==> config.mk <==
export PLATFORM = sky130hd
export DESIGN_NAME = url_percent_decoder_flat
export DESIGN_NICKNAME = d
export VERILOG_FILES = /design/src/rtl/upd_pkg.sv /design/src/rtl/upd_in_if.sv /design/src/rtl/upd_out_if.sv /design/src/rtl/upd_front.sv /design/src/rtl/upd_fifo.sv /design/src/rtl/upd_back.sv /design/src/rtl/url_percent_decoder.sv /design/src/flat_wrapper.sv
export SDC_FILE = /design/constraint.sdc
export NUM_CORES = 1
export LEC_CHECK = 0
export ABC_AREA = 1
export ABC_CLOCK_PERIOD_IN_PS = 3800
export BUFFER_PORTS_ARGS = -buffer_cell sky130_fd_sc_hd__buf_2
export CORE_MARGIN = 2
export CORE_UTILIZATION = 40
export DETAILED_ROUTE_END_ITERATION = 6
export SLEW_MARGIN = 20
export SYNTH_ARGS = -nofsm -noshare
export SYNTH_HDL_FRONTEND = slang
export SYNTH_SLANG_ARGS = --single-unit
export TNS_END_PERCENT = 50
==> constraint.sdc <==
create_clock -name clk -period 3.8 [get_ports clk]
set_input_delay 0.38 -clock clk [delete_from_list [all_inputs] [get_ports clk]]
set_output_delay 0.38 -clock clk [all_outputs]
set_load 0.05 [all_outputs]
==> src/rtl/upd_pkg.sv <==
// ----------------------------------------------------------------------------
// upd_pkg
// Types, character constants and hex helpers for the URL percent decoder.
// ----------------------------------------------------------------------------
package upd_pkg;

  localparam logic [7:0] CH_PERCENT = 8'h25;
  localparam logic [7:0] CH_PLUS    = 8'h2B;
  localparam logic [7:0] CH_SPACE   = 8'h20;

  typedef enum logic [1:0] {
    MODE_NONE  = 2'd0,
    MODE_PCT   = 2'd1,
    MODE_DIGIT = 2'd2
  } mode_t;

  // Decoded bytes caused by one input transaction.
  typedef struct packed {
    logic [2:0][7:0] bytes;
    logic [1:0]      last_idx;
    logic            last;
  } run_t;

  function automatic logic is_hex(input logic [7:0] ch);
    is_hex = (ch >= 8'h30 && ch <= 8'h39) ||
             (ch >= 8'h41 && ch <= 8'h46) ||
             (ch >= 8'h61 && ch <= 8'h66);
  endfunction

  function automatic logic [3:0] hex_nibble(input logic [7:0] ch);
    if (ch[6]) begin
      hex_nibble = ch[3:0] + 4'd9;
    end else begin
      hex_nibble = ch[3:0];
    end
  endfunction

endpackage

==> src/rtl/upd_in_if.sv <==
// ----------------------------------------------------------------------------
// upd_in_if
// Input channel of the URL decoder: one encoded byte per transaction.
// ----------------------------------------------------------------------------
interface upd_in_if;
  logic       valid;
  logic       ready;
  logic [7:0] in_byte;
  logic       in_last;

  modport source (output valid, output in_byte, output in_last, input ready);
  modport sink   (input valid, input in_byte, input in_last, output ready);
endinterface

==> src/rtl/upd_out_if.sv <==
// ----------------------------------------------------------------------------
// upd_out_if
// Output channel of the URL decoder: one decoded byte per transaction.
// ----------------------------------------------------------------------------
interface upd_out_if;
  logic       valid;
  logic       ready;
  logic [7:0] out_byte;
  logic       run_last;
  logic       stream_end;

  modport source (output valid, output out_byte, output run_last, output stream_end,
                  input ready);
  modport sink   (input valid, input out_byte, input run_last, input stream_end,
                  output ready);
endinterface

==> src/rtl/upd_front.sv <==
// ----------------------------------------------------------------------------
// upd_front
// Accepts encoded bytes, tracks the escape state and builds the run of
// decoded bytes that each transaction causes.
// ----------------------------------------------------------------------------
module upd_front (
  input  logic          clk,
  input  logic          rst,
  upd_in_if.sink        in_ch,
  input  logic          full,
  output logic          push,
  output upd_pkg::run_t run
);

  upd_pkg::mode_t mode;
  upd_pkg::mode_t mode_next;
  logic [7:0]     held;
  logic [7:0]     held_next;

  logic       accept;
  logic       hex_b;
  logic [7:0] pb;
  logic       pe;
  logic       pset;
  logic [1:0] pc;
  logic [7:0] p0;
  logic [7:0] p1;
  logic       use_plain;
  logic       emit_plain;
  logic [1:0] cnt;

  assign in_ch.ready = !full;
  assign accept      = in_ch.valid && in_ch.ready;
  assign hex_b       = upd_pkg::is_hex(in_ch.in_byte);

  always_comb begin
    pb        = in_ch.in_byte;
    pe        = 1'b1;
    pset      = 1'b0;
    pc        = 2'd0;
    p0        = upd_pkg::CH_PERCENT;
    p1        = held;
    use_plain = 1'b1;
    mode_next = upd_pkg::MODE_NONE;
    held_next = 8'h00;

    priority if (in_ch.in_byte == upd_pkg::CH_PERCENT) begin
      pe   = in_ch.in_last;
      pset = !in_ch.in_last;
    end else if (in_ch.in_byte == upd_pkg::CH_PLUS) begin
      pb = upd_pkg::CH_SPACE;
    end else begin
      pb = in_ch.in_byte;
    end

    unique case (mode)
      upd_pkg::MODE_PCT: begin
        if (hex_b) begin
          use_plain = 1'b0;
          if (in_ch.in_last) begin
            pc = 2'd2;
            p1 = in_ch.in_byte;
          end else begin
            mode_next = upd_pkg::MODE_DIGIT;
            held_next = in_ch.in_byte;
          end
        end else begin
          pc = 2'd1;
        end
      end
      upd_pkg::MODE_DIGIT: begin
        if (hex_b) begin
          use_plain = 1'b0;
          pc        = 2'd1;
          p0        = {upd_pkg::hex_nibble(held), upd_pkg::hex_nibble(in_ch.in_byte)};
        end else begin
          pc = 2'd2;
        end
      end
      default: begin
        pc = 2'd0;
      end
    endcase

    if (use_plain && pset) begin
      mode_next = upd_pkg::MODE_PCT;
    end
    emit_plain = use_plain && pe;
    cnt        = pc + {1'b0, emit_plain};

    run.bytes    = {pb, p1, p0};
    if (emit_plain) begin
      unique case (pc)
        2'd0:    run.bytes[0] = pb;
        2'd1:    run.bytes[1] = pb;
        default: run.bytes[2] = pb;
      endcase
    end
    run.last_idx = cnt - 2'd1;
    run.last     = in_ch.in_last;
    push         = accept && (cnt != 2'd0);
  end

  always_ff @(posedge clk) begin
    if (rst) begin
      mode <= upd_pkg::MODE_NONE;
      held <= 8'h00;
    end else if (accept) begin
      mode <= mode_next;
      held <= held_next;
    end
  end

endmodule

==> src/rtl/upd_fifo.sv <==
// ----------------------------------------------------------------------------
// upd_fifo
// Short queue of decoded runs between the front and the back part.
// ----------------------------------------------------------------------------
module upd_fifo #(
  parameter int DEPTH = 4
) (
  input  logic          clk,
  input  logic          rst,
  input  logic          push,
  input  upd_pkg::run_t wdata,
  input  logic          pop,
  output upd_pkg::run_t rdata,
  output logic          full,
  output logic          empty
);

  localparam int AW = (DEPTH > 1) ? $clog2(DEPTH) : 1;
  localparam int CW = $clog2(DEPTH + 1);
  localparam logic [AW-1:0] LAST_PTR = AW'(DEPTH - 1);
  localparam logic [CW-1:0] DEPTH_C  = CW'(DEPTH);

  upd_pkg::run_t mem [DEPTH];
  logic [AW-1:0] wptr;
  logic [AW-1:0] rptr;
  logic [CW-1:0] count;

  assign full  = (count == DEPTH_C);
  assign empty = (count == '0);
  assign rdata = mem[rptr];

  always_ff @(posedge clk) begin
    if (push) begin
      mem[wptr] <= wdata;
    end
  end

  always_ff @(posedge clk) begin
    if (rst) begin
      wptr  <= '0;
      rptr  <= '0;
      count <= '0;
    end else begin
      if (push) begin
        wptr <= (wptr == LAST_PTR) ? '0 : wptr + 1'b1;
      end
      if (pop) begin
        rptr <= (rptr == LAST_PTR) ? '0 : rptr + 1'b1;
      end
      if (push && !pop) begin
        count <= count + 1'b1;
      end else if (pop && !push) begin
        count <= count - 1'b1;
      end
    end
  end

endmodule

==> src/rtl/upd_back.sv <==
// ----------------------------------------------------------------------------
// upd_back
// Takes runs from the queue and sends their bytes out one transaction each.
// ----------------------------------------------------------------------------
module upd_back (
  input  logic          clk,
  input  logic          rst,
  input  upd_pkg::run_t head,
  input  logic          empty,
  output logic          pop,
  upd_out_if.source     out_ch
);

  logic [1:0] idx;
  logic       at_end;

  assign at_end = (idx == head.last_idx);

  always_comb begin
    out_ch.valid = !empty;
    unique case (idx)
      2'd0:    out_ch.out_byte = head.bytes[0];
      2'd1:    out_ch.out_byte = head.bytes[1];
      default: out_ch.out_byte = head.bytes[2];
    endcase
    out_ch.run_last   = at_end;
    out_ch.stream_end = at_end && head.last;
    pop               = out_ch.valid && out_ch.ready && at_end;
  end

  always_ff @(posedge clk) begin
    if (rst) begin
      idx <= 2'd0;
    end else if (out_ch.valid && out_ch.ready) begin
      idx <= at_end ? 2'd0 : idx + 2'd1;
    end
  end

endmodule

==> src/rtl/url_percent_decoder.sv <==
// An accepted run is written to the run queue and shown once earlier runs have been sent.
// Throughput: one input byte per cycle while the queue is not full and each yields at most
// one byte; a byte that yields two or three decoded bytes holds the output side until they
// are all sent. Input ready depends only on the fill of the DEPTH-entry run queue.
// Reset (synchronous) clears the escape state, the queue and the output index.
// ----------------------------------------------------------------------------
// url_percent_decoder
// Streaming form-urlencoded decoder: front part, run queue and back part.
// ----------------------------------------------------------------------------
module url_percent_decoder #(
  parameter int DEPTH = 4
) (
  input  logic      clk,
  input  logic      rst,
  upd_in_if.sink    in_ch,
  upd_out_if.source out_ch
);

  upd_pkg::run_t run;
  upd_pkg::run_t head;
  logic          push;
  logic          pop;
  logic          full;
  logic          empty;

  upd_front u_front (
    .clk   (clk),
    .rst   (rst),
    .in_ch (in_ch),
    .full  (full),
    .push  (push),
    .run   (run)
  );

  upd_fifo #(
    .DEPTH (DEPTH)
  ) u_fifo (
    .clk   (clk),
    .rst   (rst),
    .push  (push),
    .wdata (run),
    .pop   (pop),
    .rdata (head),
    .full  (full),
    .empty (empty)
  );

  upd_back u_back (
    .clk    (clk),
    .rst    (rst),
    .head   (head),
    .empty  (empty),
    .pop    (pop),
    .out_ch (out_ch)
  );

endmodule

==> src/flat_wrapper.sv <==
// flat-port wrapper written by rule: the top's interface ports become plain ports
module url_percent_decoder_flat 
#(
  parameter int DEPTH = 4
)
  (clk, rst, in_ch_valid, in_ch_in_byte, in_ch_in_last, in_ch_ready, out_ch_valid, out_ch_out_byte, out_ch_run_last, out_ch_stream_end, out_ch_ready);
  upd_in_if in_ch_i ();
  upd_out_if out_ch_i ();
  input  logic clk;
  input  logic rst;
  input wire logic [$bits(in_ch_i.valid)-1:0] in_ch_valid;
  input wire logic [$bits(in_ch_i.in_byte)-1:0] in_ch_in_byte;
  input wire logic [$bits(in_ch_i.in_last)-1:0] in_ch_in_last;
  output wire logic [$bits(in_ch_i.ready)-1:0] in_ch_ready;
  output wire logic [$bits(out_ch_i.valid)-1:0] out_ch_valid;
  output wire logic [$bits(out_ch_i.out_byte)-1:0] out_ch_out_byte;
  output wire logic [$bits(out_ch_i.run_last)-1:0] out_ch_run_last;
  output wire logic [$bits(out_ch_i.stream_end)-1:0] out_ch_stream_end;
  input wire logic [$bits(out_ch_i.ready)-1:0] out_ch_ready;
  assign in_ch_i.valid = in_ch_valid;
  assign in_ch_i.in_byte = in_ch_in_byte;
  assign in_ch_i.in_last = in_ch_in_last;
  assign in_ch_ready = in_ch_i.ready;
  assign out_ch_valid = out_ch_i.valid;
  assign out_ch_out_byte = out_ch_i.out_byte;
  assign out_ch_run_last = out_ch_i.run_last;
  assign out_ch_stream_end = out_ch_i.stream_end;
  assign out_ch_i.ready = out_ch_ready;
  url_percent_decoder #(.DEPTH(DEPTH)) u_core (.clk(clk), .rst(rst), .in_ch(in_ch_i), .out_ch(out_ch_i));
endmodule
==> impl_metrics.toml <==
[cts]
clock_latency_ps = 420
ctsHtreeMaxLevel = 4
post_cts_resized = 0
cts_tree = "built"
clkSlewWorstSetupHoldPaths_ps = 50
hold_buffers = 0
cts_setup_buffers = 0
cts.sinks = 129
cts-root-buf = "clkbuf_16"
cts_made_buffers = 17
clockBufferDepth = 2

[yosys]
synth_adder_area_share_pct = 3.944
synth_seq_area_share_pct = 62.09
synth.distinct_cells = 36
postSynthAreaPerCell_sq_um = 10.67
synth-compound-area-share_pct = 10.62
yosys_warnings = 0
synth_simple_gate_area_share_pct = 16.50
syn-instance-count = 553
synth_top_family_by_area = "simple AND/OR/NAND/NOR gates"
netlist_area_sq_um = 5901
synthMuxAreaShare_pct = 0
ys_seq_elements = 129
synth_xor_area_share_pct = 1.336
syn-num-nets = 584

[critical_path]
end_kind = "flip-flop"
r2r-start = "u_core.u_front.mode[0]"
path_class = "primary input to flip-flop"
r2r_cells = 18
cp-start-kind = "primary input"
cp_max_fo = 6
required_ps = 4150
reg2reg_slack_ps = 880
cp.arrival_ps = 3360
regToRegEndpoint = "u_core.u_fifo.count[2]"

[global_route]
grtUsageTotal_pct = 17.40
grt.overflow.total = 0
grt_max_degree = 31
grt_pass1_wl_mm = 20.68
met2_usage_pct = 26.74
grtUsageMet3_pct = 4.621
grt_pass1_vias = 3919
top_usage_layer = "met2"
antenna_found_initial = 0
gr-usage-met1_pct = 23.71

[place]
placement.io_buffers = 24
hpwl_mm = 8.234
dpl.cell_count = 742
pre_cts_ws_ps = 381.8
gp_congestion = 0.8260

[min_path]
min_to = "u_core.u_front.held[1]"
hp-start = "in_ch_in_byte[1]"
whs_path_depth = 3
holdCritPathClass = "primary input to flip-flop"

[floorplan]
die-area_sq_um = 15740
dieHeight_um = 125.5
rows = 44
die_x_um = 125.5
coreArea_sq_um = 14480
start_util_pct = 40.75
ios = 25

[timing]
post-route-min-period_ps = 3014
skew_ps = 11.82
hold_viol_final = 0
worst_slew_pin_slew_ps = 736.2
clock.fmax_ghz = 0.3317
setup_tns_ps = 0
slew_headroom_pct = 50.74
min_period_over_period_pct = 79.33
worst_slack_ps = 785.6
setup_violations = 0
rsz0062_at_grt = "no"
finalMaxSlewViolations = 0
hold_ws_ps = 247.4

[cells_and_area]
syn_to_final_growth_pct = 14.93
antenna_cells = 0
fin_cells = 773
final_layout_size_suffix_gt1_share_pct = 16.47
finalNetCount = 608

[power_and_ir_drop]
power.total_mw = 5.169
power-per-cell-area_nw_per_um2 = 762.2
leakage_nw = 2.582
ir_drop_uv = 337.2

[drt]
drt_pre_antenna_iters = 7
vias_per_cell = 5.216
wl_per_cell_um = 16.71
ant_nets = 0
drtIter0Drc = 416
wl_mm = 12.92
vias = 4032
drc = 0

[status]
status = "completed"

[flow_run]
drv_cap = 0
## critical path, stage by stage
cell     delay, ps
buf_2          120
inv_1          150
ha_1           200
inv_1           40
nor2_1         170
nor2_4          80
nor2_8         140
nand2_2         80
nand2_1        100
nand2_4         80
ha_1           280
inv_1           90
ha_1           190
nor2_1         130
ha_1           170
inv_1           70
fa_1           430
nor2_1         120
nor2_1          50
nand2_1         70
o21ai_0         70
a21oi_1        120
## final cells by class
cell class / count / area [sq um]
tap: 184 / 230.2
inverter: 43 / 161.4
multi-input combinational: 351 / 1922
clock inverter: 12 / 118.9
fill: 1379 / 7697
timing repair buffer: 35 / 252.7
sequential: 129 / 3664
clock buffer: 19 / 432.9
## power by group
part           internal, mW  switching (mW)
logic                 0.489            1.39
clock network         0.949           0.568
registers              1.71          0.0685
## cells by family (layout without fill, tap and decap cells)
| kind of cell | after synthesis | after routing |
|---|---|---|
| buf+inv | 73 | 109 |
| flops | 129 | 129 |
| simple gates | 210 | 210 |
| compound gates | 114 | 114 |
| fa+ha+maj | 18 | 18 |
| xor+xnor | 9 | 9 |
## cell usage after synthesis (all sizes together)
cell	n	share of area, %
a211oi	1	0.13
a21oi	21	1.8
buf	6	0.91
clkbuf	22	1.6
dfxtp	21	7.1
dlygate4sd1	2	0.30
edfxtp	108	55
fa	1	0.34
ha	17	3.6
inv	43	2.7
nand2	93	6.7
nand3	30	3.6
nand4	1	0.11
nor2	82	5.7
nor3	2	0.17
nor3b	1	0.13
nor4	1	0.11
o211ai	1	0.13
o21ai	62	5.4
o22ai	29	3.1
xnor2	1	0.15
xor2	8	1.2
## sequential cells by signal, summed over array words and instances, names as in the netlist, named ones only
signal / flops
u_core.u_fifo.rptr: 2
u_core.u_back.idx: 2
u_core.u_fifo.wptr: 2
u_core.u_front.mode: 2
u_core.u_fifo.mem: 108
u_core.u_fifo.count: 3
u_core.u_front.held: 8
## through the flow
step / cell area (sq um) / util [%]
2_1_floorplan: 5901 / -
3_3_place_gp: 6230 / 43.03
3_5_place_dp: 6230 / 43.03
4_1_cts: 6782 / 46.84
5_1_grt: 6782 / 46.84
6_report: 6782 / 46.84
## per-layer routing
metal	vias up	share of wire [%]
li1	1954	-
met1	1952	47
met2	111	46
met3	15	5.5
met4	0	1.3
met5	-	0
## cell usage in the layout (no fill, tap or decap), types with 2 or more instances in the layout
cell        instances
edfxtp_1          108
nand2_1            81
nor2_1             74
o21ai_0            59
inv_1              39
o22ai_1            29
buf_2              24
nand3_1            22
dfxtp_1            21
a21oi_1            20
ha_1               17
clkbuf_16          17
nand2_2             9
xor2_1              8
buf_4               7
nor2_2              6
nand3_2             5
inv_2               4
buf_12              4
nand2_4             3
nand3_4             3
o21ai_2             3
clkinv_1            3
clkinv_2            3
nor3_1              2
clkinv_4            2
clkinvlp_4          2
clkbuf_1            2
bufinv_16           2
## worst max-delay path by stage
stage | depth (start not counted) | end | slack [ps] | startpoint
6_report | 22 | u_core.u_fifo.count[2] | 790 | in_ch_in_byte[1]
5_1_grt | 22 | u_core.u_fifo.count[2] | 470 | in_ch_in_byte[1]
4_1_cts | 22 | u_core.u_fifo.count[2] | 820 | in_ch_in_byte[1]
3_5_place_dp | 22 | u_core.u_fifo.count[2] | 380 | in_ch_in_byte[1]
3_3_place_gp | 22 | u_core.u_fifo.count[2] | 470 | in_ch_in_byte[1]
2_1_floorplan | 15 | u_core.u_fifo.mem[2][0] | 130 | in_ch_in_byte[1]
No activity file was read; power rests on OpenSTA's default activity.
